## config.mk

```make
export PLATFORM = sky130hd
export DESIGN_NAME = telemetry_frame_builder_core_flat
export DESIGN_NICKNAME = d
export VERILOG_FILES = /design/src/tfb_pkg.sv /design/src/tfb_in_if.sv /design/src/tfb_out_if.sv /design/src/telemetry_frame_builder_core.sv /design/src/tfb_cell.sv /design/src/flat_wrapper.sv
export VERILOG_INCLUDE_DIRS = /design/src /design/src/src
export SDC_FILE = /design/constraint.sdc
export NUM_CORES = 1
export LEC_CHECK = 0
export BUFFER_PORTS_ARGS = -buffer_cell sky130_fd_sc_hd__buf_2
export CORE_MARGIN = 10
export CORE_UTILIZATION = 55
export CTS_BUF_LIST = sky130_fd_sc_hd__clkbuf_16
export CTS_CLUSTER_DIAMETER = 100
export CTS_CLUSTER_SIZE = 10
export DETAILED_ROUTE_END_ITERATION = 7
export PLACE_DENSITY = 0.84
export SYNTH_ARGS = -nofsm -noshare
export SYNTH_HDL_FRONTEND = slang
export SYNTH_SLANG_ARGS = --single-unit
```

## constraint.sdc

```tcl
create_clock -name i_clk -period 10.5 [get_ports i_clk]
set_input_delay 1.05 -clock i_clk [delete_from_list [all_inputs] [get_ports i_clk]]
set_output_delay 1.05 -clock i_clk [all_outputs]
set_load 0.01 [all_outputs]
```

## src/telemetry_frame_builder_core_assert.svh

```systemverilog
// Assertion macros used by the frame builder core RTL.
`ifndef TELEMETRY_FRAME_BUILDER_CORE_ASSERT_SVH
`define TELEMETRY_FRAME_BUILDER_CORE_ASSERT_SVH

// Same-cycle implication under synchronous active-low reset.
`define TFB_ASSERT_NOW(lbl, clk, rst_n, ante, cons, msg) \
    lbl: assert property (@(posedge clk) disable iff (!(rst_n)) (ante) |-> (cons)) \
        else $error(msg);

// Next-cycle implication under synchronous active-low reset.
`define TFB_ASSERT_NEXT(lbl, clk, rst_n, ante, cons, msg) \
    lbl: assert property (@(posedge clk) disable iff (!(rst_n)) (ante) |=> (cons)) \
        else $error(msg);

`endif

```

## src/tfb_pkg.sv

```systemverilog
`timescale 1ns / 1ps

package tfb_pkg;

    localparam int FRAME_LEN   = 10;
    localparam int SUM_BYTES   = 8;

    localparam logic [7:0] HDR_BYTE    = 8'hAA;
    localparam logic [7:0] ADDR_BYTE   = 8'hFF;
    localparam logic [7:0] PAYLOAD_LEN = 8'd4;

    typedef logic [7:0] t_byte;
    typedef logic [15:0] t_word;
    typedef t_byte [FRAME_LEN-1:0] t_frame;

    typedef struct packed {
        logic load;
        logic shift;
    } t_cell_ctl;

    function automatic t_frame build_frame(input t_byte id, input t_word v1, input t_word v2);
        t_frame f;
        t_byte  sa;
        t_byte  sb;
        f[0] = HDR_BYTE;
        f[1] = ADDR_BYTE;
        f[2] = id;
        f[3] = PAYLOAD_LEN;
        f[4] = v1[7:0];
        f[5] = v1[15:8];
        f[6] = v2[7:0];
        f[7] = v2[15:8];
        sa = '0;
        sb = '0;
        for (int i = 0; i < SUM_BYTES; i++) begin
            sa = sa + f[i];
            sb = sb + sa;
        end
        f[8] = sa;
        f[9] = sb;
        return f;
    endfunction

endpackage

```

## src/tfb_in_if.sv

```systemverilog
`timescale 1ns / 1ps

interface tfb_in_if import tfb_pkg::*; ();
    logic         valid;
    logic         ready;
    t_byte        frame_id;
    logic signed [15:0] first_value;
    logic signed [15:0] second_value;

    modport source (output valid, output frame_id, output first_value, output second_value,
                    input ready);
    modport sink   (input valid, input frame_id, input first_value, input second_value,
                    output ready);
endinterface

```

## src/tfb_out_if.sv

```systemverilog
`timescale 1ns / 1ps

interface tfb_out_if import tfb_pkg::*; ();
    logic  valid;
    logic  ready;
    t_byte out_byte;
    logic  last_byte;

    modport source (output valid, output out_byte, output last_byte, input ready);
    modport sink   (input valid, input out_byte, input last_byte, output ready);
endinterface

```

## src/telemetry_frame_builder_core.sv

```systemverilog
// Telemetry frame builder.
// i_in (valid/ready) takes one transaction: frame_id, first_value, second_value.
// o_out (valid/ready) returns ten byte transactions per input: 0xAA, 0xFF, frame_id,
// length 4, first_value low/high, second_value low/high, check byte A, check byte B.
// last_byte is high on check byte B only.
// An accepted input enters a holding register, where both check bytes are formed, and
// then loads a row of ten byte cells in parallel; the row shifts toward o_out one
// byte per accepted output transaction.
// With the row empty, the frame goes from the holding register into the cells, and cell 0 drives o_out.
// Bytes leave one per cycle while o_out.ready is high, set by the ten-cell row
// draining through the single byte output; the next frame loads in the cycle its
// predecessor's last byte leaves, so bytes flow without gaps.
// When o_out.ready is low the row holds; the holding register still takes one more
// input, after which i_in.ready drops until the row drains.
// Reset (synchronous, active low) empties the holding register and all cells.
`timescale 1ns / 1ps
`include "telemetry_frame_builder_core_assert.svh"

module telemetry_frame_builder_core import tfb_pkg::*; (
    input  logic  i_clk,
    input  logic  i_rst_n,
    tfb_in_if.sink    i_in,
    tfb_out_if.source o_out
);

    logic           r_hold_valid;
    t_frame         r_frame;
    t_cell_ctl      w_ctl;
    logic           w_load;
    logic           w_accept;
    t_byte          w_byte  [FRAME_LEN];
    logic [FRAME_LEN-1:0] w_last;
    logic [FRAME_LEN-1:0] w_valid;

    assign w_ctl.shift = !w_valid[0] || o_out.ready;
    assign w_load      = r_hold_valid && !(|w_valid[FRAME_LEN-1:1]) && w_ctl.shift;
    assign w_ctl.load  = w_load;
    assign i_in.ready  = !r_hold_valid || w_load;
    assign w_accept    = i_in.valid && i_in.ready;

    always_ff @(posedge i_clk) begin
        if (!i_rst_n) begin
            r_hold_valid <= 1'b0;
        end else if (w_accept) begin
            r_hold_valid <= 1'b1;
        end else if (w_load) begin
            r_hold_valid <= 1'b0;
        end
    end

    always_ff @(posedge i_clk) begin
        if (w_accept) begin
            r_frame <= build_frame(i_in.frame_id, t_word'(i_in.first_value),
                                   t_word'(i_in.second_value));
        end
    end

    genvar k;
    generate
        for (k = 0; k < FRAME_LEN; k++) begin : g_cell
            t_byte w_nbyte;
            logic  w_nlast;
            logic  w_nvalid;
            if (k == FRAME_LEN - 1) begin : g_end
                assign w_nbyte  = '0;
                assign w_nlast  = 1'b0;
                assign w_nvalid = 1'b0;
            end else begin : g_mid
                assign w_nbyte  = w_byte[k+1];
                assign w_nlast  = w_last[k+1];
                assign w_nvalid = w_valid[k+1];
            end
            tfb_cell u_cell (
                .i_clk        (i_clk),
                .i_rst_n      (i_rst_n),
                .i_ctl        (w_ctl),
                .i_load_byte  (r_frame[k]),
                .i_load_last  (k == FRAME_LEN - 1),
                .i_next_byte  (w_nbyte),
                .i_next_last  (w_nlast),
                .i_next_valid (w_nvalid),
                .o_byte       (w_byte[k]),
                .o_last       (w_last[k]),
                .o_valid      (w_valid[k])
            );
        end
    endgenerate

    assign o_out.valid     = w_valid[0];
    assign o_out.out_byte  = w_byte[0];
    assign o_out.last_byte = w_last[0];

    `TFB_ASSERT_NEXT(a_load_fills_row, i_clk, i_rst_n, w_load,
        w_valid[FRAME_LEN-1] && w_last[FRAME_LEN-1] && !(|w_last[FRAME_LEN-2:0]),
        "row load did not place the closing byte at the far cell")
    `TFB_ASSERT_NOW(a_last_ends_row, i_clk, i_rst_n, o_out.valid && o_out.last_byte,
        !(|w_valid[FRAME_LEN-1:1]), "closing byte sent while later cells still hold data")
    `TFB_ASSERT_NOW(a_hold_free_ready, i_clk, i_rst_n, !r_hold_valid, i_in.ready,
        "input stalled with an empty holding register")

endmodule

```

## src/tfb_cell.sv

```systemverilog
`timescale 1ns / 1ps

module tfb_cell import tfb_pkg::*; (
    input  logic      i_clk,
    input  logic      i_rst_n,
    input  t_cell_ctl i_ctl,
    input  t_byte     i_load_byte,
    input  logic      i_load_last,
    input  t_byte     i_next_byte,
    input  logic      i_next_last,
    input  logic      i_next_valid,
    output t_byte     o_byte,
    output logic      o_last,
    output logic      o_valid
);

    logic  r_valid;
    t_byte r_byte;
    logic  r_last;

    always_ff @(posedge i_clk) begin
        if (!i_rst_n) begin
            r_valid <= 1'b0;
        end else if (i_ctl.load) begin
            r_valid <= 1'b1;
        end else if (i_ctl.shift) begin
            r_valid <= i_next_valid;
        end
    end

    always_ff @(posedge i_clk) begin
        if (i_ctl.load) begin
            r_byte <= i_load_byte;
            r_last <= i_load_last;
        end else if (i_ctl.shift) begin
            r_byte <= i_next_byte;
            r_last <= i_next_last;
        end
    end

    assign o_byte  = r_byte;
    assign o_last  = r_last;
    assign o_valid = r_valid;

endmodule

```

## src/flat_wrapper.sv

```systemverilog
// flat-port wrapper written by rule: the top's interface ports become plain ports
module telemetry_frame_builder_core_flat import tfb_pkg::*;
  (i_clk, i_rst_n, i_in_valid, i_in_frame_id, i_in_first_value, i_in_second_value, i_in_ready, o_out_valid, o_out_out_byte, o_out_last_byte, o_out_ready);
  tfb_in_if i_in_i ();
  tfb_out_if o_out_i ();
  input  logic i_clk;
  input  logic i_rst_n;
  input wire logic [$bits(i_in_i.valid)-1:0] i_in_valid;
  input wire logic [$bits(i_in_i.frame_id)-1:0] i_in_frame_id;
  input wire logic [$bits(i_in_i.first_value)-1:0] i_in_first_value;
  input wire logic [$bits(i_in_i.second_value)-1:0] i_in_second_value;
  output wire logic [$bits(i_in_i.ready)-1:0] i_in_ready;
  output wire logic [$bits(o_out_i.valid)-1:0] o_out_valid;
  output wire logic [$bits(o_out_i.out_byte)-1:0] o_out_out_byte;
  output wire logic [$bits(o_out_i.last_byte)-1:0] o_out_last_byte;
  input wire logic [$bits(o_out_i.ready)-1:0] o_out_ready;
  assign i_in_i.valid = i_in_valid;
  assign i_in_i.frame_id = i_in_frame_id;
  assign i_in_i.first_value = i_in_first_value;
  assign i_in_i.second_value = i_in_second_value;
  assign i_in_ready = i_in_i.ready;
  assign o_out_valid = o_out_i.valid;
  assign o_out_out_byte = o_out_i.out_byte;
  assign o_out_last_byte = o_out_i.last_byte;
  assign o_out_i.ready = o_out_ready;
  telemetry_frame_builder_core u_core (.i_clk(i_clk), .i_rst_n(i_rst_n), .i_in(i_in_i), .o_out(o_out_i));
endmodule
```

# Word level (Yosys, flattened, before mapping)
# Index checks and enable logic that the tools add are counted.
# classes
n_addsub	12
n_mul	0
n_div	0
magnitude_cmp	0
n_eq_ne	0
shift	0
mux	39
n_bitwise	0
reduce_logical	11
# op_table
cell	n
2-to-1 mux 8 bit	17
adder 8 bit	9
2-to-1 mux 1 bit	22
OR reduction 9 bit	1
adder 7 x 8 -> 8 bit, first input constant	1
adder 8 x 3 -> 8 bit, second input constant	1
adder 8 bit, first input constant	1
nonzero test 2 bit	2
logical AND 1 bit	3
logical NOT 1 bit	3
logical OR 1 bit	2
# totals
ff_bits	157
latch_bits	0
ramBits	0
rom_bits	0
input_bits	44
out_inout_bits	11
elab_cells	100
n_memories	0

# Longest topological paths before layout
# depth
depth_word	7
depth_mapped	28
depth_no_buf	28

# By module
# A second synthesis with hierarchy kept.
# hier_totals
cells_unflattened	545
area_unflattened_um2	8625.8
# by_module_without_submodules
module	instances	cells_per_inst	area_per_inst_um2	seq_area_each_um2
tfb_cell	10	23	461.7	290.3
telemetry_frame_builder_core	1	315	4008.8	1701.6

# Worst setup path before layout
# Ideal clock, no wire load.
# synth_path
path_kind	input port to flip-flop
startpoint	input i_in_frame_id[0]
endpoint	register u_core.r_frame[79] (netlist bit) (data pin)
arrival_time_ps	7342
t_required_ps	10242
path_slack_ps	2900
cell_stages	26
path_buffers	0
cell_sequence	ha_1 xnor2_2 inv_1 ha_1 xor2_1 ha_1 nand2_1 o31ai_2 xor2_1 ha_1 xor2_1 ha_1 xor2_1 ha_1 xor2_1 fa_1 inv_1 fa_1 fa_1 inv_1 ha_1 ha_1 a21o_1 a21oi_1 xnor2_1 xnor2_1
# synth_between
elab_chain_cells	7
word_cells_on_any_way	12
classes_between	add/sub: 12
# synth_rtl
element	line	rtl
from (decl)	flat_wrapper.sv:9	input wire logic [$bits(i_in_i.frame_id)-1:0] i_in_frame_id;
adder 8 bit *	tfb_pkg.sv:36	sa = sa + f[i];
adder 7 x 8 -> 8 bit or adder 8 x 3 -> 8 bit (tied branches)	tfb_pkg.sv:37, tfb_pkg.sv:36	
adder 8 bit, on equally long branches (4 in series)	tfb_pkg.sv:37, tfb_pkg.sv:36	
adder 8 bit *	tfb_pkg.sv:37	sb = sb + sa;
to (signal assigned)	telemetry_frame_builder_core.sv:53	r_frame <= build_frame(i_in.frame_id, t_word'(i_in.first_value),
to (decl)	telemetry_frame_builder_core.sv:27	t_frame r_frame;
# Mark *: on every way between the ends. The rest lies on a longest branch, timed or not.
# A chain may end at the register's enable or synchronous reset.

# Worst setup path after layout
# Ends and elaborated chain as after synthesis.

==> results.txt <==
Across all hold checks on the routed design, the worst slack comes to 0.451 ns. The launch instance of the worst min-delay path was u_core.g_cell[9].u_cell.o_last$_SDFFE_PP1N_. The synthesized design contains 136 enable-type register cells. The first global-routing pass estimated 24.0 mm of wire.

The count of yosys warnings during synthesis is 0, and the width of the chip is 139 um. The clock net in this run drives a total of 157 sinks. Final total negative setup slack: 0 ns.

Arrival time of the worst setup path: 8.18 ns. Synthesis produced a netlist with a net count of 684. In this run, CTS created clock tree buffers numbering 17. The number of DRC violations after detailed routing was 0. For this block, the initial DRC count from the detailed router was 266. Setup violations remaining at the end of the flow were counted as 0.

Multiplexer cells account for 7.01% of the synthesized area. The tools report the proportion of synthesized chip area in sequential cells as 57.4%. 0 antenna diodes ended up in the layout. The average vias per placed instance was 5.31. The run gives 3080 sq um as the area occupied by multi-input gates. Setup repair after global routing left no endpoint under its margin. Dividing the detail-routed wire length by the instance count gives 17.6 um. The worst register-to-register path begins at u_core.r_hold_valid$_SDFFE_PN0P_. Measured on the finished design, the core utilization comes to 64.0%. Of the available clock period, the critical path in the final layout requires 76.1%.

The simple-gate share of the synthesized area is 6.79%, and the number of post-CTS setup repair buffers is 0. The run gives 0 as the final max-slew violation count. In this run the cell area of the synthesized design comes to 7850 sq um. The clock latency reported for the late side of the worst-skew pair was 0.43 ns; the final cell count without fillers was 824. The required time of the worst setup path was 10.69 ns; the post-synthesis average cell area was 13.8 sq um. The number of maximum-capacitance constraint violations came out at 0. The initial core utilization was 56.3%. The total I/O pin count is 55. Before antenna repair, the detailed router went through 4 iterations.

Between clock sinks in the finished design, the worst skew comes to 0.00913 ns. TritonCTS built the clock tree. The met3 track demand over resource in global routing is 3.16%, and the maximum level of the CTS H-tree is 4. The flow ran to the end, and the final reports show no timing, DRC or antenna violations. The initial antenna violation count is 0, and the critical-path maximum fanout is 6. Buffers inserted to repair hold after CTS numbered 0. The number of gates resized after CTS was 0.

Once placement completed, the tool counted placed cells totaling 792. The cell count after synthesis came out at 569. The cell accounting for the most synthesized area was sky130_fd_sc_hd__edfxtp_1. The worst hold path terminates at u_core.g_cell[9].u_cell.o_last$_SDFFE_PP1N_. The synthesized design contains 157 register bits. Maximum clock insertion buffer count: 2. The actual transition at the worst max-transition pin is 0.802 ns, and the time the worst path needs with I/O delays and setup is 7.99 ns.

The type of origin of the critical path was an input pin. The layout has 1010 filler cells. The met2 track demand over resource in global routing was 26.3%.

The kind of end point of the critical path is a flop. The netlist uses 41 different library cells. Most frequently used cell type in the post-synthesis netlist: sky130_fd_sc_hd__edfxtp_1. The terminus of the critical flop-to-flop path is u_core.r_frame[40]$_DFFE_PP_. For the number of failing hold endpoints at the final stage, the log shows 0. The logs give 69 for the largest net degree at the start of global routing and 4721 for the number of global-route vias before repair.

The min-delay analysis places its worst path in the category reg -> reg. The layout cell share with drive strength beyond 1 is 25.0%. The async set or reset register ratio after synthesis came out at 0%. The standard-cell row count is 43, and the met1 track utilization from global routing is 19.2%. The placeable core region is 13900 sq um. Static timing analysis puts the maximum clock frequency at 0.125 GHz. The clock slew at the register clock pins of the worst setup and hold paths was 0.07 ns; the share of the synthesized area in the top cell type was 52.0%. Sorting the synthesized cells by how often they occur yields sky130_fd_sc_hd__edfxtp_1 (136), sky130_fd_sc_hd__inv_1 (59), sky130_fd_sc_hd__mux2_2 (48).

The compound-cell area share of the yosys netlist was 5.29%; the post-layout net count was 746. Floorplan die area: 19500 sq um. The storage element area is 4500 sq um, and the global routing usage summed across all routing layers is 15.7%. Sorting the synthesized cells by area gives the leading types as sky130_fd_sc_hd__edfxtp_1 (52%), sky130_fd_sc_hd__ha_1 (7.0%), sky130_fd_sc_hd__fa_1 (6.9%). The run gives 14.5 mm as the routed wire length. The adder-cell share of the synthesized area is 14.0%, and the instance count along the most critical hold path is 2.

Synthesis-to-layout area growth: 13.6%. met2 is the most crowded layer. Of the total synthesized cell area, the portion taken by XOR and XNOR cells is 5.90%. Headroom to the max-slew limit came out at 46.5%.

The classification of the worst setup path was in -> reg. The clock root buffer was sky130_fd_sc_hd__clkbuf_16. The path depth of the worst reg2reg path was 5; the total number of vias was 4375. The count of nets left with antenna violations once routing finished came out at 0. The placed wire-length estimate after detailed placement is 10.4 mm, and the weighted congestion reported at the end of routability-driven placement is 0.909. The internal reg-to-reg setup slack is 7.78 ns.

In this run the vertical extent of the chip is 139 um. The total grt overflow was 0. In this run the tool buffered the top-level ports with 54 buffer cells.

The most used flip-flop cell after synthesis was sky130_fd_sc_hd__edfxtp_1. After synthesis, the largest family of logic cells by area is adder cells.
[flip-flops by register name, summed over array words and instances, names as in the netlist]
register                      cells
u_core.r_frame                   56
u_core.g_cell.u_cell.o_valid     10
u_core.g_cell.u_cell.o_byte      80
u_core.r_hold_valid               1
u_core.g_cell.u_cell.o_last      10
[metal layers]
metal | share of wire [%] | wire length (um) | vias to the layer above
met5 | 0 | 0 | -
met4 | 2.3 | 327 | 0
met3 | 3.3 | 484 | 24
met2 | 51 | 7430 | 70
met1 | 43 | 6290 | 2155
li1 | - | - | 2126
[per-stage QoR]
| stage | setup WS, ns | cell area, sq um |
|---|---|---|
| 3_3_place_gp | 2.42 | 8330 |
| 3_5_place_dp | 2.17 | 8330 |
| 6_report | 2.51 | 8920 |
| 5_1_grt | 1.94 | 8920 |
| 2_1_floorplan | 2.90 | 7850 |
| 4_1_cts | 2.56 | 8920 |
[how the worst max path moves through the flow]
| stage | startpoint | end | slack, ns | depth (start not counted) |
|---|---|---|---|---|
| final | i_in_frame_id[0] | u_core.r_frame[79]$_DFFE_PP_ | 2.51 | 27 |
| after floorplan | i_in_frame_id[0] | u_core.r_frame[79]$_DFFE_PP_ | 2.90 | 26 |
| after CTS | i_in_frame_id[0] | u_core.r_frame[79]$_DFFE_PP_ | 2.56 | 27 |
| after global placement | i_in_frame_id[0] | u_core.r_frame[79]$_DFFE_PP_ | 2.42 | 27 |
| after global routing | i_in_frame_id[0] | u_core.r_frame[79]$_DFFE_PP_ | 1.94 | 27 |
| after detailed placement | i_in_frame_id[0] | u_core.r_frame[79]$_DFFE_PP_ | 2.17 | 27 |
[logic make-up after synthesis]
group	Yosys count
flops	157
simple gates	103
buf+inv	74
fa+ha+maj	72
compound gates	66
mux	49
xor+xnor	48
[area by class of cell]
type / count / area share (%)
flip-flops and latches: 157 / 50.5
multi-input cells: 338 / 34.5
clock inverters: 13 / 1.29
clock buffers: 19 / 5.33
well taps: 180 / 2.52
repair buffers: 58 / 3.37
inverters: 59 / 2.50
[placed cells by master (no fill, tap or decap), drive strengths merged, types with 14 or more instances in the layout]
master	synthesis	routed
ha	44	44
xnor2	33	33
a21oi	26	26
mux2	48	48
fa	27	27
o21ai	14	14
nand2	24	24
clkbuf	10	19
inv	59	67
nor2	16	16
edfxtp	136	136
nor2b	16	16
buf	5	58
dfxtp	21	21
[critical path, stage by stage]
cell,delay [ns]
sky130_fd_sc_hd__buf_2,0.14
sky130_fd_sc_hd__ha_1,0.26
sky130_fd_sc_hd__xnor2_2,0.35
sky130_fd_sc_hd__inv_1,0.18
sky130_fd_sc_hd__ha_1,0.25
sky130_fd_sc_hd__xor2_1,0.31
sky130_fd_sc_hd__ha_1,0.35
sky130_fd_sc_hd__xnor2_1,0.30
sky130_fd_sc_hd__ha_1,0.35
sky130_fd_sc_hd__a21oi_1,0.22
sky130_fd_sc_hd__nand3_1,0.15
sky130_fd_sc_hd__xor2_1,0.29
sky130_fd_sc_hd__ha_1,0.33
sky130_fd_sc_hd__xor2_1,0.27
sky130_fd_sc_hd__ha_1,0.31
sky130_fd_sc_hd__xor2_1,0.19
sky130_fd_sc_hd__fa_1,0.48
sky130_fd_sc_hd__inv_1,0.05
sky130_fd_sc_hd__fa_1,0.51
sky130_fd_sc_hd__fa_1,0.56
sky130_fd_sc_hd__inv_1,0.04
sky130_fd_sc_hd__ha_1,0.30
sky130_fd_sc_hd__ha_1,0.34
sky130_fd_sc_hd__a21o_1,0.17
sky130_fd_sc_hd__a21oi_1,0.18
sky130_fd_sc_hd__xnor2_1,0.15
sky130_fd_sc_hd__xnor2_1,0.08
Power is left out: the tool's default activity adds up to more than one toggle a clock period on the data nets, which glitch-free logic cannot reach.
